==> config.mk <==
export PLATFORM = sky130hd
export DESIGN_NAME = etpm_div
export DESIGN_NICKNAME = d
export VERILOG_FILES = /design/src/hw/rtl/etpm_pkg.sv /design/src/hw/rtl/etpm_div.sv
export SDC_FILE = /design/constraint.sdc
export NUM_CORES = 1
export LEC_CHECK = 0
export BUFFER_PORTS_ARGS = -buffer_cell sky130_fd_sc_hd__buf_4
export CORE_MARGIN = 2
export CORE_UTILIZATION = 69
export DETAILED_ROUTE_END_ITERATION = 16
export PLACE_DENSITY = 0.87
export SLEW_MARGIN = 20
export SYNTH_ARGS = -nofsm -noshare
export SYNTH_HDL_FRONTEND = slang
export SYNTH_SLANG_ARGS = --single-unit
==> constraint.sdc <==
create_clock -name clk -period 12.75 [get_ports clk]
set_input_delay 1.9125 -clock clk [delete_from_list [all_inputs] [get_ports clk]]
set_output_delay 1.9125 -clock clk [all_outputs]
set_load 0.005 [all_outputs]
==> src/hw/rtl/etpm_pkg.sv <==
// ----------------------------------------------------------------------------
// etpm_pkg
// Shared types, constants and helper functions for the escape-time palette
// mapper: register indexes, palette codes, fixed-point constants and sine math.
// ----------------------------------------------------------------------------
package etpm_pkg;

    // register indexes on the configuration port
    localparam logic [7:0] REG_ITERATION_LIMIT = 8'd0;
    localparam logic [7:0] REG_PALETTE_SELECT  = 8'd1;

    // palette codes
    localparam logic [1:0] PAL_CLASSIC = 2'd0;
    localparam logic [1:0] PAL_FIRE    = 2'd1;
    localparam logic [1:0] PAL_ICE     = 2'd2;
    localparam logic [1:0] PAL_GRAY    = 2'd3;

    localparam logic [15:0] LIMIT_RESET   = 16'd256;
    localparam logic [1:0]  PALETTE_RESET = PAL_CLASSIC;

    // defaults for the top-level parameters
    localparam int FRACTION_BITS_DEFAULT = 16;
    localparam int SINE_ENTRIES_DEFAULT  = 1024;

    // t is unsigned Q0.16; the divider resolves this many quotient bits a stage
    localparam int T_BITS         = 16;
    localparam int DIV_BITS_STAGE = 2;
    localparam int DIV_STAGES     = T_BITS / DIV_BITS_STAGE;

    localparam logic [16:0] ONE_Q16 = 17'd65536;
    localparam logic [63:0] ONE_Q30 = 64'd1073741824;

    // odd polynomial for sin(pi/2 * x), Q2.30
    localparam logic [63:0] SIN_C1 = 64'd1686629713;
    localparam logic [63:0] SIN_C3 = 64'd693598668;
    localparam logic [63:0] SIN_C5 = 64'd85569306;
    localparam logic [63:0] SIN_C7 = 64'd5026995;
    localparam logic [63:0] SIN_C9 = 64'd172272;

    // classic palette phases in Q0.16 turns
    localparam logic [15:0] PHASE [3] = '{16'd0, 16'd21627, 16'd43909};

    // fire and ice coefficients in Q0.16
    localparam logic [15:0] K_035 = 16'd22938;
    localparam logic [15:0] K_030 = 16'd19661;
    localparam logic [15:0] K_045 = 16'd29491;
    localparam logic [15:0] K_055 = 16'd36045;
    localparam logic [15:0] K_065 = 16'd42598;

    typedef logic [16:0] chan_t;

    typedef struct packed {
        logic black;
        logic zero;
    } flags_t;

    // rounded quarter-wave sine magnitude in Q1.16, x in Q0.30
    function automatic chan_t sine_mag(input logic [63:0] x);
        logic [63:0] x2;
        logic [63:0] p;
        logic [63:0] m;
        x2 = (x * x) >> 30;
        p  = SIN_C9;
        p  = SIN_C7 - ((x2 * p) >> 30);
        p  = SIN_C5 - ((x2 * p) >> 30);
        p  = SIN_C3 - ((x2 * p) >> 30);
        p  = SIN_C1 - ((x2 * p) >> 30);
        p  = (x * p) >> 30;
        if (p > ONE_Q30)
        begin
            p = ONE_Q30;
        end
        m = (p + 64'd8192) >> 14;
        if (m > 64'd65536)
        begin
            m = 64'd65536;
        end
        return m[16:0];
    endfunction

    function automatic chan_t clamp_one(input logic [17:0] v);
        return (v > 18'(ONE_Q16)) ? ONE_Q16 : v[16:0];
    endfunction

    // 255 * c / 65536, round half up
    function automatic logic [7:0] to_byte(input chan_t c);
        logic [24:0] s;
        s = 25'(c) * 25'd255 + 25'd32768;
        return s[23:16];
    endfunction

endpackage

==> src/hw/rtl/etpm_div.sv <==
// ----------------------------------------------------------------------------
// etpm_div
// Limit compare and pipelined restoring divider: t = x / (limit << FB) in Q0.16,
// a fixed number of quotient bits per stage.
// ----------------------------------------------------------------------------
module etpm_div #(
    parameter int FRACTION_BITS = etpm_pkg::FRACTION_BITS_DEFAULT
) (
    input  logic                  clk,
    input  logic                  rst_n,
    input  logic                  in_valid,
    output logic                  in_ready,
    input  logic signed [31:0]    value,
    input  logic [15:0]           limit,
    output logic                  out_valid,
    input  logic                  out_ready,
    output logic [15:0]           t,
    output etpm_pkg::flags_t      flags
);

    localparam int DW  = etpm_pkg::T_BITS + FRACTION_BITS;
    localparam int RW  = DW + 1;
    localparam int CW  = (DW + 2 > 33) ? DW + 2 : 33;
    localparam int NS  = etpm_pkg::DIV_STAGES;
    localparam int BPS = etpm_pkg::DIV_BITS_STAGE;

    logic [DW-1:0]           divisor;
    logic signed [CW-1:0]    x_ext;
    logic signed [CW-1:0]    d_ext;
    etpm_pkg::flags_t        fl_entry;
    logic [RW-1:0]           rem_entry;

    logic [RW-1:0]           rem_reg [NS+1];
    logic [15:0]             q_reg   [NS+1];
    etpm_pkg::flags_t        fl_reg  [NS+1];
    logic [NS:0]             v_reg;
    logic [NS+1:0]           en;

    assign divisor = {limit, FRACTION_BITS'(0)};
    assign x_ext   = CW'(value);
    assign d_ext   = $signed(CW'(divisor));

    always_comb
    begin
        fl_entry.black = (x_ext >= d_ext);
        fl_entry.zero  = value[31] || (value == 32'sd0);
        rem_entry      = fl_entry.zero ? '0 : RW'(value[30:0]);
    end

    assign en[NS+1]  = out_ready;
    assign in_ready  = en[0];
    assign out_valid = v_reg[NS];
    assign t         = fl_reg[NS].zero ? 16'd0 : q_reg[NS];
    assign flags     = fl_reg[NS];

    // entry stage
    assign en[0] = !v_reg[0] || en[1];

    always_ff @(posedge clk or negedge rst_n)
    begin
        if (!rst_n)
        begin
            v_reg[0] <= 1'b0;
        end
        else if (en[0])
        begin
            v_reg[0] <= in_valid;
        end
    end

    always_ff @(posedge clk)
    begin
        if (en[0])
        begin
            rem_reg[0] <= rem_entry;
            q_reg[0]   <= '0;
            fl_reg[0]  <= fl_entry;
        end
    end

    for (genvar k = 1; k <= NS; k++)
    begin : g_stage
        logic [RW-1:0] rem_next;
        logic [15:0]   q_next;

        assign en[k] = !v_reg[k] || en[k+1];

        always_comb
        begin
            logic [RW-1:0] r;
            logic [RW-1:0] r2;
            logic [15:0]   q;
            r = rem_reg[k-1];
            q = q_reg[k-1];
            for (int b = 0; b < BPS; b++)
            begin
                r2 = {r[RW-2:0], 1'b0};
                if (r2 >= RW'(divisor))
                begin
                    r = r2 - RW'(divisor);
                    q = {q[14:0], 1'b1};
                end
                else
                begin
                    r = r2;
                    q = {q[14:0], 1'b0};
                end
            end
            rem_next = r;
            q_next   = q;
        end

        always_ff @(posedge clk or negedge rst_n)
        begin
            if (!rst_n)
            begin
                v_reg[k] <= 1'b0;
            end
            else if (en[k])
            begin
                v_reg[k] <= v_reg[k-1];
            end
        end

        always_ff @(posedge clk)
        begin
            if (en[k])
            begin
                rem_reg[k] <= rem_next;
                q_reg[k]   <= q_next;
                fl_reg[k]  <= fl_reg[k-1];
            end
        end
    end

endmodule

==> results of run 1 <==
cell usage in the layout, fill, tap and decap left out, types with 7 or more instances in the layout:
cell         n
a21oi_1    143
buf_4       98
dfrtp_1      9
o31ai_1     24
a211oi_1    20
xnor2_1    113
mux2_2     108
nor2b_1     48
a21o_1      51
o21ai_0    169
edfxtp_1   289
nand3_1     15
mux2_4       7
o21bai_1    12
ha_1       273
nand3b_1    10
inv_1      109
nor2_1     139
and3_1       8
nand4_1     51
a221oi_1     7
nand2b_1    46
o211ai_1    11
a31oi_1     24
fa_1        15
a21boi_0     7
a221o_1      7
xor2_1      61
or4_1        7
or3_1       18
and2_1      36
o31a_1      12
or2_2       11
nor3_1      42
a211o_1      9
o21a_1      43
mux2i_1     15
clkbuf_16   36
nor4_1      25
nand2_1    199
Yosys cell counts, types with 21 or more instances:
| cell type | number | area (µm²) |
|---|---|---|
| and2_1 | 36 | 225 |
| o21a_1 | 43 | 323 |
| inv_1 | 110 | 413 |
| nor2b_1 | 48 | 300 |
| nand4_1 | 51 | 319 |
| a31oi_1 | 24 | 150 |
| xor2_1 | 61 | 534 |
| nor3_1 | 42 | 210 |
| a21oi_1 | 144 | 721 |
| mux2_2 | 108 | 1220 |
| nor2_1 | 139 | 522 |
| nand2_1 | 199 | 747 |
| o31ai_1 | 24 | 180 |
| nand2b_1 | 46 | 288 |
| ha_1 | 273 | 3420 |
| nor4_1 | 25 | 156 |
| o21ai_0 | 169 | 846 |
| edfxtp_1 | 289 | 8680 |
| xnor2_1 | 113 | 990 |
| clkbuf_1 | 21 | 78.8 |
| a21o_1 | 51 | 383 |
final cells by class:
class                           instances  area [µm²]  area share
Timing Repair Buffer                   98         736      0.0285
Sequential cell                       298        8900       0.345
Clock buffer                           44         961      0.0373
Inverter                              112         420      0.0163
Clock inverter                         15         198     0.00767
Multi-Input combinational cell       1871       14000       0.543
Tap cell                              448         561      0.0217
cells by family (layout without fill, tap and decap cells):
family	after synthesis	count (layout)
AO/OA/AOI/OAI	602	602
adder cells (fa/ha/maj)	288	288
buffers and inverters	149	269
XOR/XNOR	174	174
AND/OR/NAND/NOR	676	676
multiplexers	131	131
flip-flops	298	298
routing by layer:
metal / vias to the layer above / GRT usage / share of wire
met5: - / 0 / 0
met4: 0 / 0.280 / 0.088
met3: 335 / 0.0650 / 0.070
met2: 846 / 0.631 / 0.48
met1: 9040 / 0.399 / 0.36
li1: 8947 / - / -
worst reg2reg max path, stage by stage, from the launching register on:
cell and delay (ps):
edfxtp_1 420, ha_1 370, a21oi_1 200, a21oi_1 110
o41ai_1 590, nand2_1 130, nand2_1 530, clkinv_1 420
a31o_2 310, ha_1 340, o21ai_0 110, nand2b_1 90
a21oi_1 170, a21oi_1 110, a2111oi_0 940, o31ai_1 170
nand2_1 140, nand2_1 480, mux2_2 500
worst paths after layout:
kind / from / to
worst max-delay path: limit[1] / rem_reg[0][225]$_DFFE_PP_
worst min-delay path: fl_reg[0][3]$_DFFE_PP_ / fl_reg[0][5]$_DFFE_PP_
worst max register to register: rem_reg[0][182]$_DFFE_PP_ / rem_reg[0][225]$_DFFE_PP_
worst min register to register: fl_reg[0][3]$_DFFE_PP_ / fl_reg[0][5]$_DFFE_PP_
max in group asynchronous: rst_n / v_reg[0]$_DFFE_PN0P_
min in group asynchronous: rst_n / out_valid$_DFFE_PN0P_
stage by stage:
step	std cells	worst slack (ps)	utilization	cell area, µm²	hold WS [ps]
floorplan	2318	5490	-	23500	400
global route	2886	4100	0.769	25800	422
detailed placement	2827	4260	0.735	24600	405
finish	2886	4460	0.769	25800	415
CTS	2886	4730	0.769	25800	419
global placement	2827	4520	0.735	24600	401
==> key figures, run 1 <==
Placement
  – GPL Wtd Cong: 0.973
  – Hpwl dp: 46,400 µm
  – IO buf count: 71

Logic synthesis
  – Post-Synth Simple-Gate Area: 0.144
  – Post-Syn Area per Cell: 10.1 µm²
  – Prevailing post-synth register cell: edfxtp_1
  – Async SR Flop Fraction: 0.0302
  – Synth Area in XOR/XNOR: 0.0648
  – Mapped Area: 23,500 µm²
  – Sequential-to-total area share from yosys stat: 0.379
  – Synth Area in Adders: 0.158
  – Synth Area in Compound Gates: 0.165
  – #FFs+latches synth: 298
  – Unique cell type count in the Yosys netlist: 86
  – Post-synthesis mux area share: 0.0631
  – Largest family of logic cells by synthesized area: compound AO/OA/AOI/OAI gates
  – Synth warn: 0
  – Syn_nets: 2,658
  – Syn Inst Count: 2,318
  – Post-synth EDFFs: 289

Setup path
  – Flop2flop setup slack: 6380 ps
  – Max incr delay on CP: 940 ps
  – Setup crit end kind: register
  – Crit-path max FO: 23
  – Cell Chain, Critical Path: buf_4, inv_1, buf_4, ha_1, nand3b_1, a21oi_1, o41ai_1, nand2_1, nand2_1, clkinv_1, a31o_2, ha_1, o21ai_0, nand2b_1, a21oi_1, a21oi_1, a2111oi_0, o31ai_1, nand2_1, nand2_1, mux2_2
  – Critical path data required time: 13,030 ps
  – Worst path most repeated cell: nand2_1
  – Reg2reg path depth: 18
  – Delay-heaviest family, CP: compound AO/OA/AOI/OAI gates
  – Startpoint types: input pin
  – CP Class: input pin to register
  – CP Buf/Inv Count: 4
  – Critical path's slowest cell: a2111oi_0
  – WP data arrival: 8570 ps
  – Crit path depth: 21

Global routing
  – Initial antenna violation count: 0
  – First-pass GRT wire length: 101,000 µm
  – Largest net degree at the start of global routing: 37
  – Gr ovfl total: 0
  – Vias in the first global route: 19,564
  – Overall routing resource usage: 0.365

Route
  – Post-route ant nets: 0
  – Wire per inst: 22.4 µm
  – DRC viols: 0
  – 1st-iter DRT viols: 1,333
  – DR vias/cell: 6.64
  – Via count: 19,168
  – Drt first pass iters: 6
  – Routed wire length: 64,500 µm

Die
  – # rows: 67
  – IO Count: a little over 70
  – Core Area: 33,500 µm²
  – Die Wd: around 190 µm
  – Die area: 35,600 µm²
  – Die Y: 189 µm
  – Initial core utilization: 0.701

CTS
  – Clock transition at path regs: 60 ps
  – Post-CTS setup buffer count: 0
  – Total CTS buffers: 35
  – CTS sink count: 298
  – CTS tree: built
  – CTS Buffer Depth: 3
  – Depth of the CTS H-tree: 2
  – Hold buffers post-CTS: 0
  – Root Buffer: clkbuf_16
  – Worst-Skew Late Latency: 540 ps
  – Post-CTS sizing: 0

Cells and area
  – Share of layout cells above drive strength 1: 0.123
  – N_diodes: 0
  – Fill cells: 2,190
  – Area added between synthesis and finish: 9.70%
  – Largest register FFs: 199
  – NumNets Final: 2,756

STA
  – Tmin final: approximately 8300 ps
  – Clock skew: 17.1 ps
  – Relative slew slack: 0.282
  – Setup_tns: 0 ps
  – FMAX: 0.121 GHz
  – Post-route clock period utilization: 0.650
  – Pins over their slew limit: 0
  – Final setup viols: 0
  – RSZ-0062 raised after global routing: no
  – Slew @ Worst Pin: 1050 ps
  – Final Hold Fails: 0

Worst hold path
  – Hold Crit Depth: 0
  – HP Class: register to register

Run status
  – Status: completed

Flow run
  – Max_cap viols: 0
Power of run 1 is left out: the tool's default activity adds up to more than one toggle a clock period on the data nets, which glitch-free logic cannot reach.
==> inputs of run 2 (changes only) <==
--- a/config.mk
+++ b/config.mk
@@ -7,9 +7,9 @@
 export LEC_CHECK = 0
 export BUFFER_PORTS_ARGS = -buffer_cell sky130_fd_sc_hd__buf_4
 export CORE_MARGIN = 2
-export CORE_UTILIZATION = 69
+export CORE_UTILIZATION = 58
 export DETAILED_ROUTE_END_ITERATION = 16
-export PLACE_DENSITY = 0.87
+export PLACE_DENSITY = 0.78
 export SLEW_MARGIN = 20
 export SYNTH_ARGS = -nofsm -noshare
 export SYNTH_HDL_FRONTEND = slang
==> constraint.sdc (replaced) <==
create_clock -name clk -period 7.05 [get_ports clk]
set_input_delay 1.0575 -clock clk [delete_from_list [all_inputs] [get_ports clk]]
set_output_delay 1.0575 -clock clk [all_outputs]
set_load 0.005 [all_outputs]
==> run 2 against run 1 <==
Compared with the run above:
- first-iteration DRC count up 26%
- sequential cell count is the same
- critical path depth rose by 2
- sequential share of layout area shrank 0.63 points
- non-clock buffer count increased by 44
- clock skew is 3.7 ps lower
- critical path type unchanged
- highest routed layer unchanged
==> key figures, run 2 (synthesis results as in run 1) <==
Run status
  – Status: completed (unchanged)

Die
  – # rows: 73 (was 67)
  – Die Wd: 205 µm (was 189 µm)
  – IO Count: 72 (unchanged)
  – Die area: 42,200 µm² (was 35,600 µm²)
  – Initial core utilization: 0.589 (was 0.701)
  – Die Y: 205 µm (was 189 µm)
  – Core Area: 39,900 µm² (was 33,500 µm²)

Setup path
  – Worst R2R End: rem_reg[0][228]$_DFFE_PP_ (was rem_reg[0][225]$_DFFE_PP_)
  – Crit-path max FO: 16 (was 23)
  – Max incr delay on CP: 530 ps (was 940 ps)
  – WP data arrival: 6520 ps (was 8570 ps)
  – Worst path most repeated cell: nand2_1 (unchanged)
  – Reg2reg path depth: 19 (was 18)
  – Cell Chain, Critical Path: buf_4, inv_1, buf_4, ha_1, a211oi_1, nor2_1, o41ai_1, nand2_1, nand2_1, buf_4, nand2_1, o21ai_0, ha_1, nor2b_1, o21a_1, o21ai_0, a21oi_1, a2111oi_0, buf_4, o31ai_1, nand2_1, nand2_1, mux2_2 (was buf_4, inv_1, buf_4, ha_1, nand3b_1, a21oi_1, o41ai_1, nand2_1, nand2_1, clkinv_1, a31o_2, ha_1, o21ai_0, nand2b_1, a21oi_1, a21oi_1, a2111oi_0, o31ai_1, nand2_1, nand2_1, mux2_2)
  – Startpoint types: input pin (unchanged)
  – Flop2flop setup slack: 1550 ps (was 6380 ps)
  – Setup crit end kind: register (unchanged)
  – Critical path data required time: 7330 ps (was 13,030 ps)
  – CP Class: input pin to register (unchanged)
  – Reg-to-Reg Start: rem_reg[0][180]$_DFFE_PP_ (was rem_reg[0][182]$_DFFE_PP_)
  – Critical path's slowest cell: o41ai_1 (was a2111oi_0)

CTS
  – Post-CTS sizing: 0 (unchanged)
  – Total CTS buffers: 34 (was 35)
  – Clock transition at path regs: 60 ps (about the same)
  – Post-CTS setup buffer count: 0 (unchanged)
  – CTS tree: built (unchanged)
  – Worst-Skew Late Latency: 540 ps (about the same)
  – Root Buffer: clkbuf_16 (unchanged)
  – Depth of the CTS H-tree: 2 (unchanged)
  – CTS sink count: 298 (unchanged)
  – Hold buffers post-CTS: 0 (unchanged)
  – CTS Buffer Depth: 3 (unchanged)

Global routing
  – Gr ovfl total: 0 (unchanged)
  – First-pass GRT wire length: 100,000 µm (was 101,000 µm)
  – Vias in the first global route: 18,658 (was 19,564)
  – Largest net degree at the start of global routing: 37 (unchanged)
  – Overall routing resource usage: 0.310 (was 0.365)
  – Initial antenna violation count: 0 (unchanged)

Cells and area
  – N_diodes: 0 (unchanged)
  – Share of layout cells above drive strength 1: 0.137 (was 0.123)
  – Commonest cells after routing, fill and taps aside: edfxtp_1, ha_1, nand2_1, o21ai_0, a21oi_1 (unchanged)
  – Fill cells: 3,081 (was 2,190)
  – Most common cell after layout, fill and taps aside: edfxtp_1 (unchanged)
  – Area added between synthesis and finish: 11.7% (was 9.70%)
  – NumNets Final: 2,799 (was 2,756)
  – Largest register FFs: 199 (unchanged)

Route
  – Via count: 18,868 (was 19,168)
  – DR vias/cell: 6.27 (was 6.64)
  – Wire per inst: 21.6 µm (was 22.4 µm)
  – DRC viols: 0 (unchanged)
  – Routed wire length: 64,900 µm (was 64,500 µm)
  – 1st-iter DRT viols: 1,676 (was 1,333)
  – Drt first pass iters: 6 (unchanged)
  – Post-route ant nets: 0 (unchanged)

STA
  – Setup_tns: 0 ps (unchanged)
  – Relative slew slack: 0.387 (was 0.282)
  – Final Hold Fails: 0 (unchanged)
  – Final setup viols: 0 (unchanged)
  – Slew @ Worst Pin: 919 ps (was 1050 ps)
  – Tmin final: slightly above 6000 ps
  – Pins over their slew limit: 0 (unchanged)
  – RSZ-0062 raised after global routing: no (unchanged)
  – FMAX: 0.160 GHz
  – Post-route clock period utilization: 0.884
  – Clock skew: 13.4 ps (was 17.1 ps)

Placement
  – GPL Wtd Cong: 0.986 (was 0.973)
  – IO buf count: 71 (unchanged)
  – Hpwl dp: 49,600 µm (was 46,400 µm)

Worst hold path
  – HP Class: input pin to async pin (was register to register)

Flow run
  – Max_cap viols: 0 (unchanged)
-- run 2: changes by cell type in the layout (fill, tap and decap cells not counted), moves of 2 or more --
cell      previous run  this run
clkinv_1             5         3
buf_12               0         5
clkbuf_8             3         1
clkbuf_1             5        10
inv_6                3         0
buf_4               98       137
-- run 2: worst max-delay path by stage --
| stage | from | endpoint | slack, ps | depth (start not counted) |
|---|---|---|---|---|
| 2_1_floorplan | limit[1] | rem_reg[0][156]$_DFFE_PP_ | 640 | 22 |
| 3_3_place_gp | limit[4] | rem_reg[0][215]$_DFFE_PP_ | 500 | 23 |
| 3_5_place_dp | limit[3] | q_reg[0][128]$_DFFE_PP_ | 400 | 22 |
| 4_1_cts | limit[4] | rem_reg[0][228]$_DFFE_PP_ | 870 | 23 |
| 5_1_grt | limit[2] | rem_reg[0][228]$_DFFE_PP_ | 360 | 23 |
| 6_report | limit[4] | rem_reg[0][228]$_DFFE_PP_ | 820 | 23 |
-- run 2: metal layers --
metal	GRT usage	up-vias	part of all wire
met5	0	-	0
met4	0.162	0	0.057
met3	0.0458	170	0.051
met2	0.536	661	0.48
met1	0.375	9025	0.41
li1	-	9012	-
-- run 2: final cells by class --
class / instances / area (µm²) / share of cell area
multi-input cells: 1871 / 14000 / 0.534
flip-flops and latches: 298 / 8900 / 0.339
repair buffers: 142 / 1130 / 0.0430
clock buffers: 46 / 927 / 0.0353
well taps: 525 / 657 / 0.0250
inverters: 112 / 420 / 0.0160
clock inverters: 13 / 214 / 0.00815
-- run 2: metrics by stage --
stage          worst slack, ps  instances   util  hold WS, ps  instance area, µm²
2_1_floorplan              641       2318      -          400               23500
3_3_place_gp               498       2948  0.629          401               25100
3_5_place_dp               400       2948  0.629          405               25100
4_1_cts                    866       3007  0.658          314               26300
5_1_grt                    356       3007  0.658          322               26300
6_report                   817       3007  0.658          338               26300
-- run 2: critical path, delay by kind of cell --
family          cells  cell delay (ps)
compound gates      8             2110
buf+inv             5             1190
simple gates        7             1050
fa+ha+maj           2              650
mux                 1              430
Power of run 2 is left out for the same reason.
